==> src/design/ile_pkg.sv <==
package ile_pkg;

    localparam int OP_W  = 4;
    localparam int POS_W = 7;
    localparam int VAL_W = 32;
    localparam int FIL_W = 7;
    localparam int LEN_W = 7;

    typedef enum logic [OP_W-1:0] {
        OP_APPEND       = 4'd0,
        OP_POP_BACK     = 4'd1,
        OP_POP_FRONT    = 4'd2,
        OP_INSERT       = 4'd3,
        OP_ERASE        = 4'd4,
        OP_READ_AT      = 4'd5,
        OP_FRONT        = 4'd6,
        OP_BACK         = 4'd7,
        OP_CLEAR        = 4'd8,
        OP_RESIZE       = 4'd9,
        OP_ASSIGN       = 4'd10,
        OP_REMOVE_VALUE = 4'd11
    } t_op;

    typedef enum logic [1:0] {
        ST_OK         = 2'd0,
        ST_EMPTY_FULL = 2'd1,
        ST_RANGE      = 2'd2,
        ST_NOT_FOUND  = 2'd3
    } t_status;

    typedef enum logic [1:0] {
        S_IDLE,
        S_SCAN,
        S_EXEC
    } t_state;

    // Per-cell update action, broadcast along the row.
    typedef enum logic [2:0] {
        CA_HOLD,
        CA_WRITE_AT,
        CA_INSERT,
        CA_PULL_FROM,
        CA_PULL_FOUND,
        CA_FILL
    } t_cell_act;

    typedef struct packed {
        t_cell_act act;
        logic      by_value;
    } t_cell_ctl;

    typedef struct packed {
        logic [OP_W-1:0]  op;
        logic [POS_W-1:0] position;
        logic [VAL_W-1:0] element_value;
        logic [FIL_W-1:0] fill_count;
    } t_req;

    typedef struct packed {
        t_status          status;
        logic [VAL_W-1:0] read_data;
        logic [LEN_W-1:0] length;
    } t_resp;

endpackage

==> src/design/ile_cell.sv <==
module ile_cell
    import ile_pkg::*;
#(
    parameter int ELEM_BITS = 32,
    parameter int IDX_W     = 7,
    parameter int INDEX     = 0
) (
    input  logic                 i_clk,
    input  t_cell_ctl            i_ctl,
    input  logic [IDX_W-1:0]     i_lo,
    input  logic [IDX_W-1:0]     i_hi,
    input  logic [ELEM_BITS-1:0] i_val,
    input  logic [ELEM_BITS-1:0] i_left,
    input  logic [ELEM_BITS-1:0] i_right,
    input  logic                 i_found,
    input  logic [ELEM_BITS-1:0] i_wdata,
    output logic [ELEM_BITS-1:0] o_data,
    output logic                 o_found,
    output logic [ELEM_BITS-1:0] o_wdata
);

    localparam logic [IDX_W-1:0] IDX = INDEX[IDX_W-1:0];

    logic [ELEM_BITS-1:0] r_data;
    logic [ELEM_BITS-1:0] n_data;
    logic                 r_found;
    logic                 n_found;
    logic [ELEM_BITS-1:0] r_wdata;
    logic [ELEM_BITS-1:0] n_wdata;
    logic                 hit;

    // Scan wave: the first hit along the row claims the beat.
    always_comb begin
        if (i_ctl.by_value) begin
            hit = (r_data == i_val) && (IDX < i_hi);
        end else begin
            hit = (IDX == i_lo);
        end
        n_found = i_found | hit;
        n_wdata = (hit && !i_found) ? r_data : i_wdata;
    end

    always_comb begin
        unique case (i_ctl.act)
            CA_HOLD:       n_data = r_data;
            CA_WRITE_AT:   n_data = (IDX == i_lo) ? i_val : r_data;
            CA_INSERT: begin
                if (IDX == i_lo) begin
                    n_data = i_val;
                end else if (IDX > i_lo) begin
                    n_data = i_left;
                end else begin
                    n_data = r_data;
                end
            end
            CA_PULL_FROM:  n_data = (IDX >= i_lo) ? i_right : r_data;
            CA_PULL_FOUND: n_data = r_found ? i_right : r_data;
            CA_FILL:       n_data = (IDX >= i_lo && IDX < i_hi) ? i_val : r_data;
            default:       n_data = r_data;
        endcase
    end

    always_ff @(posedge i_clk) begin
        r_data  <= n_data;
        r_found <= n_found;
        r_wdata <= n_wdata;
    end

    assign o_data  = r_data;
    assign o_found = r_found;
    assign o_wdata = r_wdata;

endmodule

==> config.mk <==
export PLATFORM = sky130hd
export DESIGN_NAME = ile_cell
export DESIGN_NICKNAME = d
export VERILOG_FILES = /design/src/design/ile_pkg.sv /design/src/design/ile_cell.sv
export SDC_FILE = /design/constraint.sdc
export NUM_CORES = 1
export LEC_CHECK = 0
export ABC_AREA = 1
export BUFFER_PORTS_ARGS = -buffer_cell sky130_fd_sc_hd__buf_2
export CAP_MARGIN = 10
export CORE_MARGIN = 2
export CORE_UTILIZATION = 44
export CTS_CLUSTER_DIAMETER = 100
export DETAILED_ROUTE_END_ITERATION = 10
export HOLD_SLACK_MARGIN = 0.15
export PLACE_DENSITY = 0.83
export SLEW_MARGIN = 20
export SYNTH_ARGS = -nofsm -noshare
export SYNTH_HDL_FRONTEND = slang
export SYNTH_SLANG_ARGS = --single-unit
==> constraint.sdc <==
create_clock -name i_clk -period 6 [get_ports i_clk]
set_input_delay 1.2 -clock i_clk [delete_from_list [all_inputs] [get_ports i_clk]]
set_output_delay 1.2 -clock i_clk [all_outputs]
set_load 0.03 [all_outputs]
Yosys cells after proc, flatten, opt, wreduce, memory -nomap -nowiden

Index checks and enable logic that the tools add are counted.

Output and inout bits: 65
Logic and storage cells: 34
RAM bits: 0
Memories kept: 0
Bits in registers: 65
Bits of input ports: 148
Bits in latches: 0
Memory bits (read-only): 0

Bitwise operators: 1
Muxes and demuxes: 9
Multipliers: 0
Div/mod/pow operators: 0
Equal/unequal tests: 11
Magnitude comparators: 3
$add $sub $neg: 0
Shifts and indexed selects: 0
Reduce and logical (&&, ||, !) cells: 7

Operator list:

| kind               | count |
|---|---|
| $mux 32            | 7 |
| $pmux 32 s5        | 1 |
| $eq 32x32->1       | 1 |
| $ne 2x2->1 const B | 4 |
| $ge 1x7->1 const A | 1 |
| $gt 1x7->1 const A | 1 |
| $logic_not 7->1    | 1 |
| $lt 1x7->1 const A | 1 |
| $eq 3x2->1 const B | 2 |
| $eq 3x3->1 const B | 2 |
| $reduce_and 6->1   | 1 |
| $reduce_bool 5->1  | 1 |
| $eq 3x1->1 const B | 1 |
| $logic_and 1x1->1  | 3 |
| $ne 3x3->1 const B | 1 |
| $logic_not 1->1    | 1 |
| $mux 1             | 1 |
| $or 1x1->1         | 1 |

Depth between registers and ports, before layout

Gate-level depths: netlist (run 1).

Depth after elaboration: 5
Mapped depth: 14

Worst setup path before layout (run 1)

Ideal clock, no wire load.

Path kind: input -> register
From: in i_ctl[1] (netlist name)
To: reg r_data[0], in the netlist o_data[0], enable pin
Required time: 5.530 ns
Path slack: 1.298 ns
Library setup time: 0.470 ns
Arrival time: 4.231 ns
Stages: 5
Cells stage by stage: nor3_4 inv_1 nand2_1 o22ai_1 a211oi_1

Longest elaborated chain between the ends: 3
Elaborated cells between the ends (all ways): 12
Classes of those cells: 10 x eq/ne; 2 x reduce/logical

Ends and longest elaborated chain:

| element                                             | RTL line       | RTL |
|---|---|---|
| from (decl)                                         | ile_cell.sv:9  | `input t_cell_ctl i_ctl,` |
| $eq 3x2->1 (tied with other cells)                  | ile_cell.sv:44 | `unique case (i_ctl.act)` |
| $ne 3x3->1 (no source line) (tied with other cells) | --             |  |
| $reduce_and 6->1 (no source line) (*)               | --             |  |
| to (signal assigned)                                | ile_cell.sv:64 | `r_data <= n_data;` |
| to (decl)                                           | ile_cell.sv:24 | `logic [ELEM_BITS-1:0] r_data;` |

Mark *: on every way between the ends. The rest lies on a longest branch, timed or not.
A chain may end at the register's enable or synchronous reset.

Worst setup path in the final report (run 1)

From: in i_ctl[3] (netlist name)
To: reg r_data[27], in the netlist o_data[27], enable pin

Same word-level chain as after synthesis.

==> impl_metrics.env, run 1 <==
export IMPL_cts_tree="built"
export IMPL_fin_crit_sh_pct=67.4
export IMPL_post_cts_resized=0
export IMPL_clock_latency_ps=340
export IMPL_p_leak_nw=2.70
export IMPL_gp_congestion=0.928
export IMPL_max_slew_worst_pin_slew_ps=1120
export IMPL_holdWs_ps=561
export IMPL_yosysMostFrequentCell="nand2_1"
export IMPL_r2r_slack_ps=3800
export IMPL_cp_slowest_cell="nand2_1"
export IMPL_clock_sinks=65
export IMPL_grt_usage_pct=25.2
export IMPL_cpPeakStageDelay_ps=900
export IMPL_die_w_um=95.6
export IMPL_yosysUniqueCellTypes=25
export IMPL_nFillCells=757
export IMPL_slew_viol_final=0
export IMPL_end_kind="flip-flop"
export IMPL_layout_drive_gt1_share_pct=33.6
export IMPL_wl_met2_um=5810
export IMPL_relSlewSlack_pct=25.4
export IMPL_n_antenna_cell=0
export IMPL_ir_worst_vdd_uv=96.8
export IMPL_synth_edf_count=32
export IMPL_final_area_mm2=0.00498
export IMPL_portBuffers=212
export IMPL_hold_path_class="flip-flop to flip-flop"
export IMPL_wl_met3_um=950
export IMPL_synth_top_area_share_pct=26.0
export IMPL_top_layer="met4"
export IMPL_nets=849
export IMPL_power_per_cell_area_mw_per_mm2=215
export IMPL_rsz0062_at_grt="no"
export IMPL_hpwl_um=8840
export IMPL_start_kind="primary input"
export IMPL_maxCapViolCount=0
export IMPL_cts_max_level=3
export IMPL_die_y_um=95.6
export IMPL_synth_avg_cell_area_um2=7.37
export IMPL_synth_area_leaders="edfxtp_1 26%, dfxtp_1 18%, nand2_1 14%, inv_1 8.3%, o221ai_1 7.6%"
export IMPL_synth_commonest_cells="139 x nand2_1, 82 x inv_1, 47 x nand3_1"
export IMPL_worst_path_buf_inv=3
export IMPL_cts_hold_buf=0
export IMPL_cts_root_buf="clkbuf_8"
export IMPL_core_mm2=0.00818
export IMPL_tns_ps=0
export IMPL_crit_fanout=33
export IMPL_fin_cells=811
export IMPL_gr_total_overflow=0
export IMPL_first_pass_iters=5
export IMPL_min_period_ps=4040
export IMPL_synth_warnings=0
export IMPL_ys_async_sr_fraction_pct=0
export IMPL_placed_cell_area_mm2=0.00478
export IMPL_initialDrtViolationCount=220
export IMPL_critPathRequiredTime_ps=5990
export IMPL_wl_met1_um=4830
export IMPL_place_inst=795
export IMPL_totalWireLength_um=11900
export IMPL_cts_setup_buffers=0
export IMPL_first_global_vias=3621
export IMPL_outcome="finished clean"
export IMPL_ys_flop_type="dfxtp_1"
export IMPL_area_delta_synth_final_pct=34.8
export IMPL_path_clk_slew_ps=80
export IMPL_start_util_pct=45.1
export IMPL_cp_data_arrival_time_ps=4030
export IMPL_ant_nets=0
export IMPL_max_freq_mhz=247
export IMPL_synth_cells=501
export IMPL_post_drt_via_cell_ratio=5.08
export IMPL_rows=33
export IMPL_syn_num_nets=649
export IMPL_ioPinCount=213
export IMPL_grt_first_pass_wirelength_um=17300
export IMPL_hold_viol_final=0
export IMPL_finalSetupViolCount=0
export IMPL_die_area_mm2=0.00914
export IMPL_netlist_area_mm2=0.00369
export IMPL_wl_per_cell_um=14.7
export IMPL_skew_ps=12.9
export IMPL_drc_errors=0
export IMPL_path_cells="buf_2, nor3_4, inv_1, nand2_1, o22ai_1, a211oi_4, buf_4"
export IMPL_routed_via_count=4123
export IMPL_synth_yosys_seq_area_share_pct=43.9
export IMPL_cp_top_family="simple AND/OR/NAND/NOR gates"
export IMPL_synth_seq_cells=65
export IMPL_ctsLongestPathBuffers=2
export IMPL_yosys_area_top_type="edfxtp_1"
export IMPL_crit_type="primary input to flip-flop"
export IMPL_antenna_found_initial=0
export IMPL_grt_max_degree=56
export IMPL_cts_made_buffers=9
## area by class of cell
cell class,instances,area [µm²],share of cell area [%]
Sequential cell,65,1620,32.6
Clock inverter,5,31.3,0.629
Clock buffer,11,163,3.27
Inverter,85,319,6.41
Multi-Input combinational cell,326,1630,32.8
Tap cell,105,131,2.64
Timing Repair Buffer,214,1080,21.6
## layout by cell type (no fill, tap or decap), drive strengths merged, types with 9 or more instances in the layout
cell type	Yosys	layout
buf	13	214
o21ai	32	32
nor2	29	29
edfxtp	32	32
inv	84	89
o221ai	32	32
nand2	141	141
xnor2	9	9
a21oi	24	24
dfxtp	33	33
clkbuf	12	11
nand3	47	47
## worst reg2reg max path, cell delays in order (launching register included)
cell,delay [ps]
edfxtp_1,470
nand2_1,100
nand2_1,50
nor2_1,100
nand2_1,80
nor2_1,140
nand2_1,70
nor2_1,90
nand2_1,100
nand2_4,330
nand2_4,320
nand2_1,150
nand2_1,70
## state kept, by name, indices dropped and copies added, names as in the netlist
register / cells
o_data: 32
o_wdata: 32
o_found: 1
## cells by family after synthesis
kind of cell              Yosys count  share of synthesized area [%]
AOI/OAI and AO/OA                  90                           15.7
xor gates and xnor gates            9                           2.14
buffers and inverters             110                           12.3
DFF                                65                           43.9
and+or+nand+nor                   227                           25.9
## metrics by stage
stage	util [%]	power, mW	setup slack (ps)
floorplan	-	0.618	1300
global placement	58.5	0.701	1800
detailed placement	58.5	0.707	1700
CTS	60.9	1.07	2030
global route	60.9	1.11	1810
finish	60.9	1.07	1960
## where the power goes
group          leakage, nW  switching, mW  internal [mW]
clock                0.107          0.182          0.188
sequential           0.571        0.00854          0.488
combinational         2.02          0.122         0.0802
total                 2.70          0.312          0.756
## final timing paths
check / startpoint / end / cells after the start
max: i_ctl[3] / o_data[27]$_DFFE_PP_ / 7
min: o_data[23]$_DFFE_PP_ / o_wdata[23]$_DFF_P_ / 2
max reg2reg: o_data[11]$_DFFE_PP_ / o_wdata[5]$_DFF_P_ / 12
min reg2reg: o_data[23]$_DFFE_PP_ / o_wdata[23]$_DFF_P_ / 2
## routing by layer
layer / up-vias / track usage, %
met1: 1835 / 31.1
met4: 0 / 11.0
li1: 2053 / -
met3: 26 / 6.48
met2: 209 / 41.5
met5: - / 0
No activity file was read; power rests on OpenSTA's default activity.
==> run 2, diff against run 1 <==
- CORE_UTILIZATION: 44 -> 40
- PLACE_DENSITY: 0.83 -> 0.8
- clock period: 6 -> 3.25 ns (I/O delays scaled with it)
==> impl_metrics.env, run 2 (same netlist as run 1, synthesis figures left out) <==
export IMPL_outcome="finished clean"
export IMPL_fin_ws_ps=756
export IMPL_relSlewSlack_pct=69.0
export IMPL_core_mm2=0.00911
export IMPL_cts_setup_buffers=0
export IMPL_tns_ps=0
export IMPL_ioPinCount=213
export IMPL_hpwl_um=9390
export IMPL_ctsLongestPathBuffers=2
export IMPL_area_delta_synth_final_pct=35.7
export IMPL_initialDrtViolationCount=251
export IMPL_cts_max_level=3
export IMPL_layout_commonest_cell="buf_2"
export IMPL_hold_path_class="primary input to flip-flop"
export IMPL_nets=855
export IMPL_cp_data_arrival_time_ps=2720
export IMPL_gp_congestion=0.845
export IMPL_die_y_um=100
export IMPL_r2r_slack_ps=1130
export IMPL_start_util_pct=40.5
export IMPL_finalSetupViolCount=0
export IMPL_pre_cts_ws_ps=380
export IMPL_post_drt_via_cell_ratio=5.06
export IMPL_antenna_found_initial=1
export IMPL_r2r_start="o_data[0]$_DFFE_PP_"
export IMPL_sw_frac_of_total_pct=28.6
export IMPL_ant_nets=0
export IMPL_place_inst=807
export IMPL_r2r_end="o_wdata[17]$_DFF_P_"
export IMPL_ir_worst_vdd_uv=157
export IMPL_clock_latency_ps=340
export IMPL_pwr_share_comb_pct=19.7
export IMPL_clock_sinks=65
export IMPL_cts_tree="built"
export IMPL_clkPwrFrac_pct=32.5
export IMPL_n_antenna_cell=0
export IMPL_power_per_cell_area_mw_per_mm2=383
export IMPL_final_cell_mix="212 x buf_2, 139 x nand2_1, 82 x inv_1, 47 x nand3_1, 33 x dfxtp_1"
export IMPL_grt_usage_pct=24.0
export IMPL_fin_crit_sh_pct=76.7
export IMPL_seqPwrFrac_pct=47.9
export IMPL_hold_viol_final=0
export IMPL_p_leak_nw=2.71
export IMPL_maxCapViolCount=0
export IMPL_cp_startpoint="i_lo[0]"
export IMPL_p_int_mw=1.37
export IMPL_cts_hold_buf=0
export IMPL_portBuffers=212
export IMPL_gr_total_overflow=0
export IMPL_path_clk_slew_ps=80
export IMPL_grt_first_pass_wirelength_um=18600
export IMPL_max_slew_worst_pin_slew_ps=464
export IMPL_critPathRequiredTime_ps=3470
export IMPL_slew_viol_final=0
export IMPL_cts_root_buf="clkbuf_8"
export IMPL_ff2ff_path_depth=12
export IMPL_die_w_um=100
export IMPL_rows=35
export IMPL_layout_drive_gt1_share_pct=33.7
export IMPL_crit_type="primary input to flip-flop"
export IMPL_end_kind="flip-flop"
export IMPL_skew_ps=14.5
export IMPL_max_freq_mhz=401
export IMPL_drc_errors=0
export IMPL_post_cts_resized=0
export IMPL_holdWs_ps=492
export IMPL_routed_via_count=4162
export IMPL_critPathCapture="o_wdata[17]$_DFF_P_"
export IMPL_crit_fanout=33
export IMPL_fin_cells=823
export IMPL_wl_per_cell_um=14.7
export IMPL_rsz0062_at_grt="no"
export IMPL_p_sw_mw=0.549
export IMPL_first_global_vias=3915
export IMPL_cts_made_buffers=9
export IMPL_totalWireLength_um=12100
export IMPL_grt_max_degree=42
export IMPL_first_pass_iters=5
export IMPL_start_kind="primary input"
export IMPL_min_period_ps=2490
export IMPL_die_area_mm2=0.0100
-- run 2: cell types whose count changed in the layout (fill, tap and decap cells not counted) --
| cell | change |
|---|---|
| buf_4 | +6 |
| inv_4 | -4 |
| clkbuf_1 | +2 |
| clkbuf_16 | -1 |
| clkbuf_8 | +1 |
| clkinv_1 | +1 |
| clkinv_2 | +1 |
-- run 2: how the worst min path moves through the flow --
stage	slack [ps]	end	from	depth (start not counted)
final	490	o_wdata[23]$_DFF_P_	i_wdata[23]	3
after global routing	480	o_wdata[25]$_DFF_P_	i_wdata[25]	3
after CTS	480	o_wdata[23]$_DFF_P_	i_wdata[23]	3
after detailed placement	550	o_wdata[18]$_DFF_P_	o_data[18]$_DFFE_PP_	2
after global placement	550	o_wdata[26]$_DFF_P_	o_data[26]$_DFFE_PP_	2
after floorplan	720	o_wdata[14]$_DFF_P_	o_data[14]$_DFFE_PP_	2
-- run 2: layout make-up --
cell class | count | area [µm²]
Inverter | 85 | 319
Clock buffer | 13 | 159
Sequential cell | 65 | 1620
Clock inverter | 3 | 15.0
Timing Repair Buffer | 220 | 1120
Multi-Input combinational cell | 326 | 1630
Tap cell | 111 | 139
Fill cell | 864 | 4100
-- run 2: power by group through the flow --
| stage | Clock (mW) | Combinational (mW) | Sequential [mW] |
|---|---|---|---|
| 2_1_floorplan | 0 | 0.144 | 0.997 |
| 3_3_place_gp | 0 | 0.366 | 0.936 |
| 3_5_place_dp | 0 | 0.376 | 0.936 |
| 4_1_cts | 0.637 | 0.377 | 0.918 |
| 5_1_grt | 0.678 | 0.413 | 0.921 |
| 6_report | 0.623 | 0.377 | 0.918 |
-- run 2: stage by stage --
step	util (%)	cell area, µm²	power (mW)
2_1_floorplan	-	3700	1.14
3_3_place_gp	53.1	4830	1.30
3_5_place_dp	53.1	4830	1.31
4_1_cts	55.0	5010	1.93
5_1_grt	55.0	5010	2.01
6_report	55.0	5010	1.92
-- run 2: layer usage --
layer / global-route usage [%] / vias to the layer above / share of wire (%)
li1: - / 2062 / -
met1: 31.1 / 1894 / 43
met2: 40.5 / 188 / 49
met3: 5.29 / 16 / 6.8
met4: 6.95 / 2 / 1.1
met5: 0 / - / 0.091
-- run 2: critical path, stage by stage --
cell     delay [ps]
buf_2           100
nor3_1          170
nand3_1         360
inv_1           180
buf_4           280
nand2_1         150
nand2_4         320
nand2_4         280
nand2_1         130
nand2_1          60
